`src/rtl/rbch_sqrt.sv`:
```
// ----------------------------------------------------------------------------
// rbch_sqrt
// Bit-pair integer square root of a 64-bit value, one result bit per cycle.
// ----------------------------------------------------------------------------
module rbch_sqrt (
    input  logic        i_clk,
    input  logic        i_rst_n,
    input  logic        i_start,
    input  logic [63:0] i_val,
    output logic        o_done,
    output logic [31:0] o_root
);

    logic        r_busy, n_busy;
    logic        r_done, n_done;
    logic [4:0]  r_cnt, n_cnt;
    logic [63:0] r_n, n_n;
    logic [63:0] r_r, n_r;
    logic [63:0] r_b, n_b;

    logic [63:0] w_sum;
    logic        w_ge;

    assign w_sum = r_r + r_b;
    assign w_ge  = r_n >= w_sum;

    always_comb begin
        n_busy = r_busy;
        n_done = 1'b0;
        n_cnt  = r_cnt;
        n_n    = r_n;
        n_r    = r_r;
        n_b    = r_b;
        if (i_start) begin
            n_busy = 1'b1;
            n_cnt  = '0;
            n_n    = i_val;
            n_r    = '0;
            n_b    = 64'h4000_0000_0000_0000;
        end else if (r_busy) begin
            if (w_ge) begin
                n_n = r_n - w_sum;
                n_r = (r_r >> 1) + r_b;
            end else begin
                n_r = r_r >> 1;
            end
            n_b   = r_b >> 2;
            n_cnt = r_cnt + 5'd1;
            if (r_cnt == 5'd31) begin
                n_busy = 1'b0;
                n_done = 1'b1;
            end
        end
    end

    always_ff @(posedge i_clk) begin
        if (!i_rst_n) begin
            r_busy <= 1'b0;
            r_done <= 1'b0;
            r_cnt  <= '0;
        end else begin
            r_busy <= n_busy;
            r_done <= n_done;
            r_cnt  <= n_cnt;
        end
        r_n <= n_n;
        r_r <= n_r;
        r_b <= n_b;
    end

    assign o_done = r_done;
    assign o_root = r_r[31:0];

endmodule

```
`config.mk`:
```
export PLATFORM = sky130hd
export DESIGN_NAME = rbch_sqrt
export DESIGN_NICKNAME = d
export VERILOG_FILES = /design/src/rtl/rbch_sqrt.sv
export SDC_FILE = /design/constraint.sdc
export NUM_CORES = 1
export LEC_CHECK = 0
export ABC_AREA = 1
export BUFFER_PORTS_ARGS = -buffer_cell sky130_fd_sc_hd__buf_2
export CAP_MARGIN = 30
export CORE_ASPECT_RATIO = 0.6
export CORE_UTILIZATION = 45
export DETAILED_ROUTE_END_ITERATION = 7
export GPL_TIMING_DRIVEN = 0
export PLACE_DENSITY_LB_ADDON = 0.05
export SYNTH_ARGS = -nofsm -noshare
export SYNTH_HDL_FRONTEND = slang
export SYNTH_SLANG_ARGS = --single-unit
```
`constraint.sdc`:
```
create_clock -name i_clk -period 6.3 [get_ports i_clk]
set_clock_uncertainty 0.05 [all_clocks]
set_input_delay 1.26 -clock i_clk [delete_from_list [all_inputs] [get_ports i_clk]]
set_output_delay 1.26 -clock i_clk [all_outputs]
set_load 0.01 [all_outputs]
```
==> impl_metrics.yaml <==
yosys:
  synth_most_common_cell: "nand2_1"
  syn_nets: 3800
  ys_seq_area_frac: 0.197
  synth_top_area_frac: 0.224
  yosysUniqueCellTypes: 46
  syn-instance-count: 3600
  ys_seq_elements: 167
  yosys.area.top_type: "nand2_1"
  synth_area_leaders: "nand2_1 22%, dfxtp_1 10%, edfxtp_1 9.5%"
  syn_avg_cell_area_um2: 5.63
  async_flop_share: 0
  netlist_area_mm2: 0.0203
  yosysWarningCount: 0
  synth_enable_flop_cells: 64
  synth_ff_type: "dfxtp_1"
  yosys-top-cells-count: "1207 x nand2_1, 506 x inv_1, 448 x nor2_1"
final_layout:
  stdcell_count: 4314
  multi_input_area_mm2: 0.0137
  drive_above_1_share: 0.0637
  seq_area_mm2: 0.00398
  layout.nets: 3922
  nFillCells: 4733
  antenna_cells: 0
  utilization: 0.505
  area.growth.synth_to_final_pct: 9.28
sta:
  setup_viol: 0
  fin_crit_ps: 6050
  worst_slew_pin_slew_ps: 1000
  slew_violations: 0
  fin_crit_sh: 0.961
  max_slew_margin: 0.331
  rsz0062_at_grt: "no"
  max_freq_ghz: 0.165
  setup_slack_ps: 247
  finalHoldViolCount: 0
clock_tree:
  numCtsBuffers: 17
  post_cts_buffers: 0
  cts_tree: "done"
  cts_hold_buf: 0
  post_cts_resized: 0
  clkTransAtPathRegs_ps: 80
  clockRootBuffer: "clkbuf_16"
  cts.sinks: 167
  clockBufferDepth: 2
  clk_latency_ps: 480
  h-tree-depth: 4
placed_design:
  hpwl_um: 80400
  post-place-ws_ps: 702
  placed_cells: 4281
  portBuffers: 98
  place_congestion: 1.12
global_route:
  grt_max_degree: 53
  antenna_found_initial: 2
  grt_overflow_total: 0
  grt_pass1_wl_um: 136000
  grt_use_total: 0.405
  grt_pass1_vias: 21231
run:
  max-cap-violations: 0
detailed_routing:
  wl_met2_um: 32300
  wl_um: 95200
  vias_per_cell: 5.80
  routed-wl-met3_um: 16200
  drc_errors: 0
  dr.first_iter.drc_count: 3942
  vias: 25000
  wl_per_cell_um: 22.1
  ant_nets: 0
  drt-met1-wl_um: 45900
  highest_layer: "met4"
  first_pass_iters: 8
floorplanning:
  fp.dieH_um: 166
  core_mm2: 0.0438
  initial_utilization: 0.462
  num_io_pins: 100
  die_area_mm2: 0.0459
  std_cell_rows: 59
  die_w_um: 276
min_path:
  min_path_type: "reg2reg"
critical_path:
  crit_arrival_ps: 6130
  endpoint_kind: "register"
  required_ps: 6380
  worstSetupPathType: "reg2reg"
  crit_path_max_fanout: 52
  crit_path_start_kind: "register"
  ff2ff_setup_slack_ps: 250
pwr:
  ir_drop_mv: 0.239
  p_total_mw: 10.1
  p_leak_nw: 10.4
  power_density_mw_per_mm2: 454
run_status:
  status: "finished, final reports clean"
## layout by cell type, fill, tap and decap left out, types with 4 or more instances in the layout
cell	synthesis	final
nand2_1	1207	1206
inv_1	506	506
nor2_1	448	448
nand3_1	295	295
a21oi_1	224	224
o21ai_0	165	165
ha_1	132	132
buf_2	31	130
dfxtp_1	103	103
edfxtp_1	64	64
xnor2_1	51	51
xor2_1	49	49
clkbuf_1	43	44
nor3_1	40	40
buf_4	36	36
nand4_1	33	33
nand3b_1	32	32
o21bai_1	22	22
clkbuf_16	0	17
a31oi_1	15	15
a21o_1	14	14
or2_2	14	14
a211oi_1	9	9
o21ai_1	8	8
buf_1	6	6
nor4_1	5	5
o21a_1	5	5
inv_2	5	5
o211ai_1	4	4
nor2_2	4	4
and2_1	4	4
inv_8	0	4
## routing by layer
layer,track usage,vias to the layer above
met5,0,-
met4,0.0545,0
met3,0.162,61
met2,0.479,1623
met1,0.658,11617
li1,-,11699
## registers in the layout, indices dropped and copies added, names as in the netlist
register / count
o_done: 1
r_b: 32
r_cnt: 5
r_n: 64
r_r: 64
r_busy: 1
## power by group
group / leakage [nW] / switching, mW / internal [mW] / total, mW
sequential: 1.48 / 0.326 / 1.56 / 1.88
combinational: 8.59 / 4.82 / 2.24 / 7.06
clock: 0.282 / 0.581 / 0.534 / 1.12
## cell families after synthesis
| family | count (synthesis) | synth area share |
|---|---|---|
| flip-flops | 167 | 0.197 |
| AND/OR/NAND/NOR | 2089 | 0.423 |
| buffers and inverters | 630 | 0.126 |
| XOR/XNOR | 100 | 0.0432 |
| AO/OA/AOI/OAI | 481 | 0.129 |
| adder cells (fa/ha/maj) | 133 | 0.0825 |
## worst paths after layout
path / start / end / depth (start not counted)
max: r_r[20] / r_n[5] / 23
min: r_cnt[4] / r_cnt[4] / 2
max reg2reg: r_r[20] / r_n[5] / 23
min reg2reg: r_cnt[4] / r_cnt[4] / 2
## worst max-delay path, cell delays in order (launching register included)
cell	delay, ps
dfxtp_1	360
ha_1	350
nand2_1	100
o21ai_0	410
nand2_1	210
o21ai_0	120
inv_1	50
nand2_1	330
nand3_1	200
nand2_1	360
xnor2_1	220
ha_1	410
nand2_1	140
nor2_1	250
nand3_1	180
nor2_1	300
nand4_1	280
nand3_2	160
nand2_2	130
nand2_4	220
nand2_4	110
buf_6	170
nand2_4	190
buf_16	290
## stage by stage
stage	cell area (µm²)	hold slack, ps	setup TNS [ps]
6_report	22100	437	0
5_1_grt	22100	459	0
4_1_cts	22100	435	0
3_5_place_dp	21600	423	0
3_3_place_gp	21500	407	-87800
2_1_floorplan	20300	395	0
## cell type report
cell class / count / share of cell area
timing repair buffer: 103 / 0.0257
clock inverter: 14 / 0.00684
buffer: 119 / 0.0290
tap: 579 / 0.0327
clock buffer: 18 / 0.0194
inverter: 511 / 0.0866
sequential: 167 / 0.180
multi-input combinational: 2803 / 0.620
No activity file was read; power rests on OpenSTA's default activity.
