[config.mk]
export PLATFORM = sky130hd
export DESIGN_NAME = rbch_div
export DESIGN_NICKNAME = d
export VERILOG_FILES = /design/src/rtl/rbch_pkg.sv /design/src/rtl/rbch_div.sv
export SDC_FILE = /design/constraint.sdc
export NUM_CORES = 1
export LEC_CHECK = 0
export ABC_AREA = 1
export BUFFER_PORTS_ARGS = -buffer_cell sky130_fd_sc_hd__buf_2
export CORE_ASPECT_RATIO = 1.25
export CORE_MARGIN = 2
export CORE_UTILIZATION = 50
export CTS_CLUSTER_DIAMETER = 100
export CTS_CLUSTER_SIZE = 25
export DETAILED_ROUTE_END_ITERATION = 10
export PLACE_DENSITY_LB_ADDON = 0.08
export SYNTH_ARGS = -nofsm -noshare
export SYNTH_HDL_FRONTEND = slang
export SYNTH_SLANG_ARGS = --single-unit
[constraint.sdc]
create_clock -name i_clk -period 4.25 [get_ports i_clk]
set_input_delay 0.425 -clock i_clk [delete_from_list [all_inputs] [get_ports i_clk]]
set_output_delay 0.425 -clock i_clk [all_outputs]
set_load 0.02 [all_outputs]
[src/rtl/rbch_pkg.sv]
// ----------------------------------------------------------------------------
// rbch_pkg
// Shared types, register indexes, codes and a saturation helper for the
// closest-hit box list ray caster.
// ----------------------------------------------------------------------------
package rbch_pkg;

    typedef struct packed {
        logic signed [31:0] box_min_x;
        logic signed [31:0] box_min_y;
        logic signed [31:0] box_max_x;
        logic signed [31:0] box_max_y;
        logic               last_box;
    } t_box;

    typedef struct packed {
        logic               hit;
        logic [30:0]        distance;
        logic signed [31:0] point_x;
        logic signed [31:0] point_y;
        logic [1:0]         normal_code;
    } t_result;

    typedef enum logic [2:0] {
        CFG_ORIGIN_X  = 3'd0,
        CFG_ORIGIN_Y  = 3'd1,
        CFG_DIR_X     = 3'd2,
        CFG_DIR_Y     = 3'd3,
        CFG_MAX_PARAM = 3'd4
    } t_cfg_idx;

    localparam logic [1:0] NRM_NEG_X = 2'd0;
    localparam logic [1:0] NRM_POS_X = 2'd1;
    localparam logic [1:0] NRM_NEG_Y = 2'd2;
    localparam logic [1:0] NRM_POS_Y = 2'd3;

    localparam logic signed [31:0] SAT_MAX = 32'sh7FFF_FFFF;
    localparam logic signed [31:0] SAT_MIN = 32'sh8000_0000;
    localparam logic signed [65:0] LIM_HI  = 66'sh0_7FFF_FFFF;
    localparam logic signed [65:0] LIM_LO  = -66'sh0_8000_0000;

    function automatic logic signed [31:0] sat32(input logic signed [65:0] v);
        if (v > LIM_HI) begin
            return SAT_MAX;
        end else if (v < LIM_LO) begin
            return SAT_MIN;
        end
        return v[31:0];
    endfunction

endpackage

[src/rtl/rbch_div.sv]
// ----------------------------------------------------------------------------
// rbch_div
// Restoring divider for the reciprocal 2^32 / den, one quotient bit per cycle,
// truncated toward zero and saturated to signed 32 bits.
// ----------------------------------------------------------------------------
module rbch_div import rbch_pkg::*; (
    input  logic               i_clk,
    input  logic               i_rst_n,
    input  logic               i_start,
    input  logic signed [31:0] i_den,
    output logic               o_done,
    output logic signed [31:0] o_quot
);

    logic        r_busy, n_busy;
    logic        r_done, n_done;
    logic [5:0]  r_cnt, n_cnt;
    logic [31:0] r_rem, n_rem;
    logic [31:0] r_quo, n_quo;
    logic [31:0] r_den, n_den;
    logic        r_neg, n_neg;
    logic signed [31:0] r_out, n_out;

    logic [31:0] w_mag;
    logic [32:0] w_sh;
    logic        w_ge;
    logic [32:0] w_qm;

    assign w_mag = i_den[31] ? (~i_den + 32'd1) : i_den;
    // numerator has a single one at bit 32
    assign w_sh  = {r_rem, (r_cnt == 6'd32)};
    assign w_ge  = w_sh >= {1'b0, r_den};
    assign w_qm  = {r_quo, w_ge};

    always_comb begin
        n_busy = r_busy;
        n_done = 1'b0;
        n_cnt  = r_cnt;
        n_rem  = r_rem;
        n_quo  = r_quo;
        n_den  = r_den;
        n_neg  = r_neg;
        n_out  = r_out;
        if (i_start) begin
            if (i_den == 32'sd0) begin
                n_out  = SAT_MAX;
                n_done = 1'b1;
            end else begin
                n_busy = 1'b1;
                n_cnt  = 6'd32;
                n_rem  = '0;
                n_quo  = '0;
                n_den  = w_mag;
                n_neg  = i_den[31];
            end
        end else if (r_busy) begin
            n_rem = w_ge ? 32'(w_sh - {1'b0, r_den}) : w_sh[31:0];
            n_quo = w_qm[31:0];
            n_cnt = r_cnt - 6'd1;
            if (r_cnt == 6'd0) begin
                n_busy = 1'b0;
                n_done = 1'b1;
                if (!r_neg) begin
                    n_out = (w_qm[32] || w_qm[31]) ? SAT_MAX : $signed(w_qm[31:0]);
                end else begin
                    n_out = (w_qm > 33'h0_8000_0000) ? SAT_MIN
                                                     : $signed(~w_qm[31:0] + 32'd1);
                end
            end
        end
    end

    always_ff @(posedge i_clk) begin
        if (!i_rst_n) begin
            r_busy <= 1'b0;
            r_done <= 1'b0;
            r_cnt  <= '0;
        end else begin
            r_busy <= n_busy;
            r_done <= n_done;
            r_cnt  <= n_cnt;
        end
        r_rem <= n_rem;
        r_quo <= n_quo;
        r_den <= n_den;
        r_neg <= n_neg;
        r_out <= n_out;
    end

    assign o_done = r_done;
    assign o_quot = r_out;

endmodule

==> summary.log <==
[synth] count of mapped cells out of synthesis 1133
[setup_path] Worst Reg-to-Reg Cells 24
[synth] mean area per synthesized cell 8.10 µm²
[layout] final non-filler cell total 1443
[detailed_routing] Vias per Instance 5.28
[floorplan] Site Rows 55
[synth] syn_nets 1205
[global_route] via count of the first global-routing pass 7231
[sta] pins over their slew limit 0
[synth] main combinational cell family by area after synthesis simple AND/OR/NAND/NOR gates
[pwr] final total power 0.00495 W
[pwr] total power per unit cell area 477 nW/µm²
[placement] port buffer count 67
[clock_tree] number of buffers on the longest clock path 2
[detailed_routing] First-pass DRT Iterations 5
[sta] peak clock frequency supported by timing 269 MHz
[clock_tree] clock tree from TritonCTS yes
[floorplan] starting density of the core 50.9%
[sta] post-route clock skew 0.00963 ns
[sta] number of hold violations in the final report 0
[layout] fill cell instance count of the final layout 1721
[synth] sequential fraction of the synthesis area 43.9%
[sta] accumulated negative setup slack 0 ns
[floorplan] die height 155 µm
[global_route] antenna violations before repair 0
[layout] # diodes 0
[synth] dominant register cell in the synthesized netlist sky130_fd_sc_hd__edfxtp_1
[layout] fraction of layout cells with a size suffix above 1 12.4%
[sta] RSZ-0062 raised after global routing false
[clock_tree] Resized cells post-CTS 0
[detailed_routing] average wire per cell in the routed design 15.3 µm
[synth] distinct cell type count of the synthesized netlist 49
[placement] half-perimeter wire length after placement 16900 µm
[clock_tree] clock insertion delay at the later pin of the skew report 0.43 ns
[status] outcome finished, final reports clean
[clock_tree] H-tree levels 4
[layout] area overhead of the layout relative to synthesis 13.2%
[setup_path] Critical Path Start Type flip-flop
[detailed_routing] wire length after detailed routing 22100 µm
[synth] share of cell area taken by muxes after synthesis 0%
[clock_tree] CTS buffer count 17
[synth] Adder-Cell Fraction of Synth Area 5.12%
[synth] Post-synth EDFFs 129
[layout] most frequent cells in the layout sky130_fd_sc_hd__nand2_1, sky130_fd_sc_hd__inv_1, sky130_fd_sc_hd__nor2_1, sky130_fd_sc_hd__edfxtp_1, sky130_fd_sc_hd__o21ai_0
[sta] number of endpoints failing setup at the final stage 0
[min_path] Cells on Worst Hold Path 1
[layout] leading cell type in the layout, fill and taps excluded sky130_fd_sc_hd__nand2_1
[floorplan] Core Region 18000 µm²
[clock_tree] number of buffers added to fix hold violations after cts 0
[run] maximum capacitance violations 0
[clock_tree] root buffer cell sky130_fd_sc_hd__clkbuf_16
[detailed_routing] number of routed nets with antenna violations 0
[pwr] worst-case vdd ir drop 0.000291 V
[global_route] gr usage total 23.4%
[placement] Placed Cells 1411
[global_route] largest net degree at the start of global routing 65
[synth] basic-gate share of the synthesized area counting and, or, nand and nor cells 23.2%
[setup_path] maximum net fanout on the critical path 11
[setup_path] critical path data required time 4.51 ns
[setup_path] data arrival time of the worst path 3.97 ns
[setup_path] crit path capture type flip-flop
[detailed_routing] DRC violations left 0
[placement] Final Wtd Congestion 0.948
[synth] share of flip-flops with an asynchronous set or reset after synthesis 0%
[layout] Final nets 1274
[sta] worst-margin pin slew 1.17 ns
[sta] Period minus WS final 3.71 ns
[min_path] type of the most critical hold path primary input to flip-flop
[floorplan] die area 19500 µm²
[synth] summed instance area of the synthesized netlist 9180 µm²
[floorplan] width of the die 125 µm
[global_route] Overflow after GRT 0
[synth] yosys warns 0
[sta] Period Utilization, post-route 87.4%
[sta] headroom to the max-slew limit 21.8%
[synth] post-synthesis sequential element count 137
[setup_path] startpoint-to-endpoint class of the critical path flip-flop to flip-flop
[global_route] global-route wire length before repair 35900 µm
[clock_tree] TritonCTS Sinks 137
[synth] share of the synthesized netlist area taken by xor and xnor gates 6.20%
[clock_tree] clock slew at reported path FFs 0.06 ns
[synth] Synth Area in Compound Gates 12.6%
[floorplan] Boundary Pins 68
[detailed_routing] number of design-rule violations left by the first detailed-router iteration 559
[pwr] reported leakage power 4.49 nW
[detailed_routing] number of vias in the routed layout 7615
[clock_tree] buffers inserted by post-CTS timing repair 0
[sequential cells by signal, summed over array words and instances (netlist names)]
name and count:
o_done 1, o_quot 32, r_busy 1, r_cnt 6, r_den 32, r_neg 1, r_quo 32, r_rem 32
[worst max-delay path, stage by stage (launching register included)]
cell and delay (ns):
sky130_fd_sc_hd__dfxtp_1 0.31, sky130_fd_sc_hd__inv_1 0.12, sky130_fd_sc_hd__ha_1 0.18, sky130_fd_sc_hd__nand4_1 0.15, sky130_fd_sc_hd__ha_1 0.31, sky130_fd_sc_hd__inv_1 0.07, sky130_fd_sc_hd__nor2_1 0.05, sky130_fd_sc_hd__nand3b_1 0.07
sky130_fd_sc_hd__nor2_1 0.06, sky130_fd_sc_hd__nand2_1 0.06, sky130_fd_sc_hd__nor2_1 0.04, sky130_fd_sc_hd__nor2_2 0.16, sky130_fd_sc_hd__nand2_2 0.10, sky130_fd_sc_hd__inv_2 0.06, sky130_fd_sc_hd__ha_1 0.20, sky130_fd_sc_hd__nand3_2 0.13
sky130_fd_sc_hd__nor3_4 0.19, sky130_fd_sc_hd__nand2_2 0.12, sky130_fd_sc_hd__nor3_2 0.22, sky130_fd_sc_hd__nand4_1 0.11, sky130_fd_sc_hd__nand2_1 0.12, sky130_fd_sc_hd__nand2_1 0.07, sky130_fd_sc_hd__inv_1 0.38, sky130_fd_sc_hd__nand3_1 0.14
sky130_fd_sc_hd__o211ai_1 0.12
[cells in the mapped netlist (2+ instances only)]
library cell                 n  area share (%)
sky130_fd_sc_hd__nand4_1    13            0.89
sky130_fd_sc_hd__o21bai_1    6            0.49
sky130_fd_sc_hd__nand3b_1    4            0.33
sky130_fd_sc_hd__ha_1       36             4.9
sky130_fd_sc_hd__nor3_1     25             1.4
sky130_fd_sc_hd__nand3_2     3            0.33
sky130_fd_sc_hd__nand3_1    52             2.8
sky130_fd_sc_hd__xor2_1     44             4.2
sky130_fd_sc_hd__nor3b_1     2            0.16
sky130_fd_sc_hd__buf_6       3            0.37
sky130_fd_sc_hd__dfxtp_1     8             1.7
sky130_fd_sc_hd__o21ai_0    78             4.3
sky130_fd_sc_hd__o211ai_1    6            0.49
sky130_fd_sc_hd__a21oi_1    66             3.6
sky130_fd_sc_hd__inv_1     177             7.2
sky130_fd_sc_hd__nor2_1    141             5.8
sky130_fd_sc_hd__clkbuf_1   11            0.45
sky130_fd_sc_hd__nor4_1      9            0.61
sky130_fd_sc_hd__o21a_1      5            0.41
sky130_fd_sc_hd__nor4_2      2            0.27
sky130_fd_sc_hd__nor3_2      3            0.33
sky130_fd_sc_hd__o21ai_1    14            0.76
sky130_fd_sc_hd__nor2_2      5            0.34
sky130_fd_sc_hd__nand2_1   213             8.7
sky130_fd_sc_hd__xnor2_1    21             2.0
sky130_fd_sc_hd__buf_2       5            0.27
sky130_fd_sc_hd__a31oi_1     5            0.34
sky130_fd_sc_hd__buf_4       2            0.16
sky130_fd_sc_hd__inv_2       7            0.29
sky130_fd_sc_hd__or2_2       2            0.14
sky130_fd_sc_hd__edfxtp_1  129              42
sky130_fd_sc_hd__nand2_2     8            0.55
sky130_fd_sc_hd__a21o_1      2            0.16
sky130_fd_sc_hd__o221ai_2    9             1.5
sky130_fd_sc_hd__buf_1       3            0.12
[cells by family (layout without fill, tap and decap cells)]
family,Yosys count,after routing
and+or+nand+nor,487,487
buffers and inverters,210,292
AOI/OAI and AO/OA,197,197
DFF,137,137
xor gates and xnor gates,65,65
adders and majority gates,37,37
[where the power goes]
| group | internal (W) | total [W] | switching, W |
|---|---|---|---|
| clock | 0.00104 | 0.00163 | 0.000591 |
| sequential | 0.00168 | 0.00177 | 0.0000845 |
| combinational | 0.000527 | 0.00155 | 0.00103 |
| total | 0.00325 | 0.00495 | 0.00170 |
[through the flow]
stage | util [%] | setup WS, ns | hold WS (ns) | cell area, µm²
6_report | 57.6 | 0.537 | 0.195 | 10400
5_1_grt | 57.6 | 0.144 | 0.189 | 10400
4_1_cts | 57.6 | 0.563 | 0.181 | 10400
3_5_place_dp | 54.0 | 0.597 | 0.455 | 9740
3_3_place_gp | 54.0 | 0.685 | 0.453 | 9740
2_1_floorplan | - | 0.867 | 0.443 | 9180
[area by class of cell]
class	count	area, µm²	share of cell area, %
clock buffer	17	425	4.09
clock inverter	15	221	2.13
inverter	185	694	6.68
multi-input combinational	786	4320	41.6
sequential	137	4030	38.8
tap	228	285	2.75
timing repair buffer	75	408	3.93
[path summary, 6_finish.rpt]
kind,slack (ns),from,to
setup / recovery,0.54,r_cnt[0]$_SDFFE_PN0P_,o_quot[17]$_SDFFCE_PP1P_
hold / removal,0.20,i_den[0],r_den[0]$_DFFE_PP_
setup reg to reg,0.54,r_cnt[0]$_SDFFE_PN0P_,o_quot[17]$_SDFFCE_PP1P_
hold reg to reg,0.47,r_cnt[0]$_SDFFE_PN0P_,r_cnt[0]$_SDFFE_PN0P_
[per-layer routing]
metal	GRT usage [%]	vias to the layer above	part of all wire, %
li1	-	3906	-
met1	27.2	3477	42
met2	42.8	187	51
met3	3.68	45	3.2
met4	9.95	0	3.1
met5	0	-	0
No activity file was read; power rests on OpenSTA's default activity.
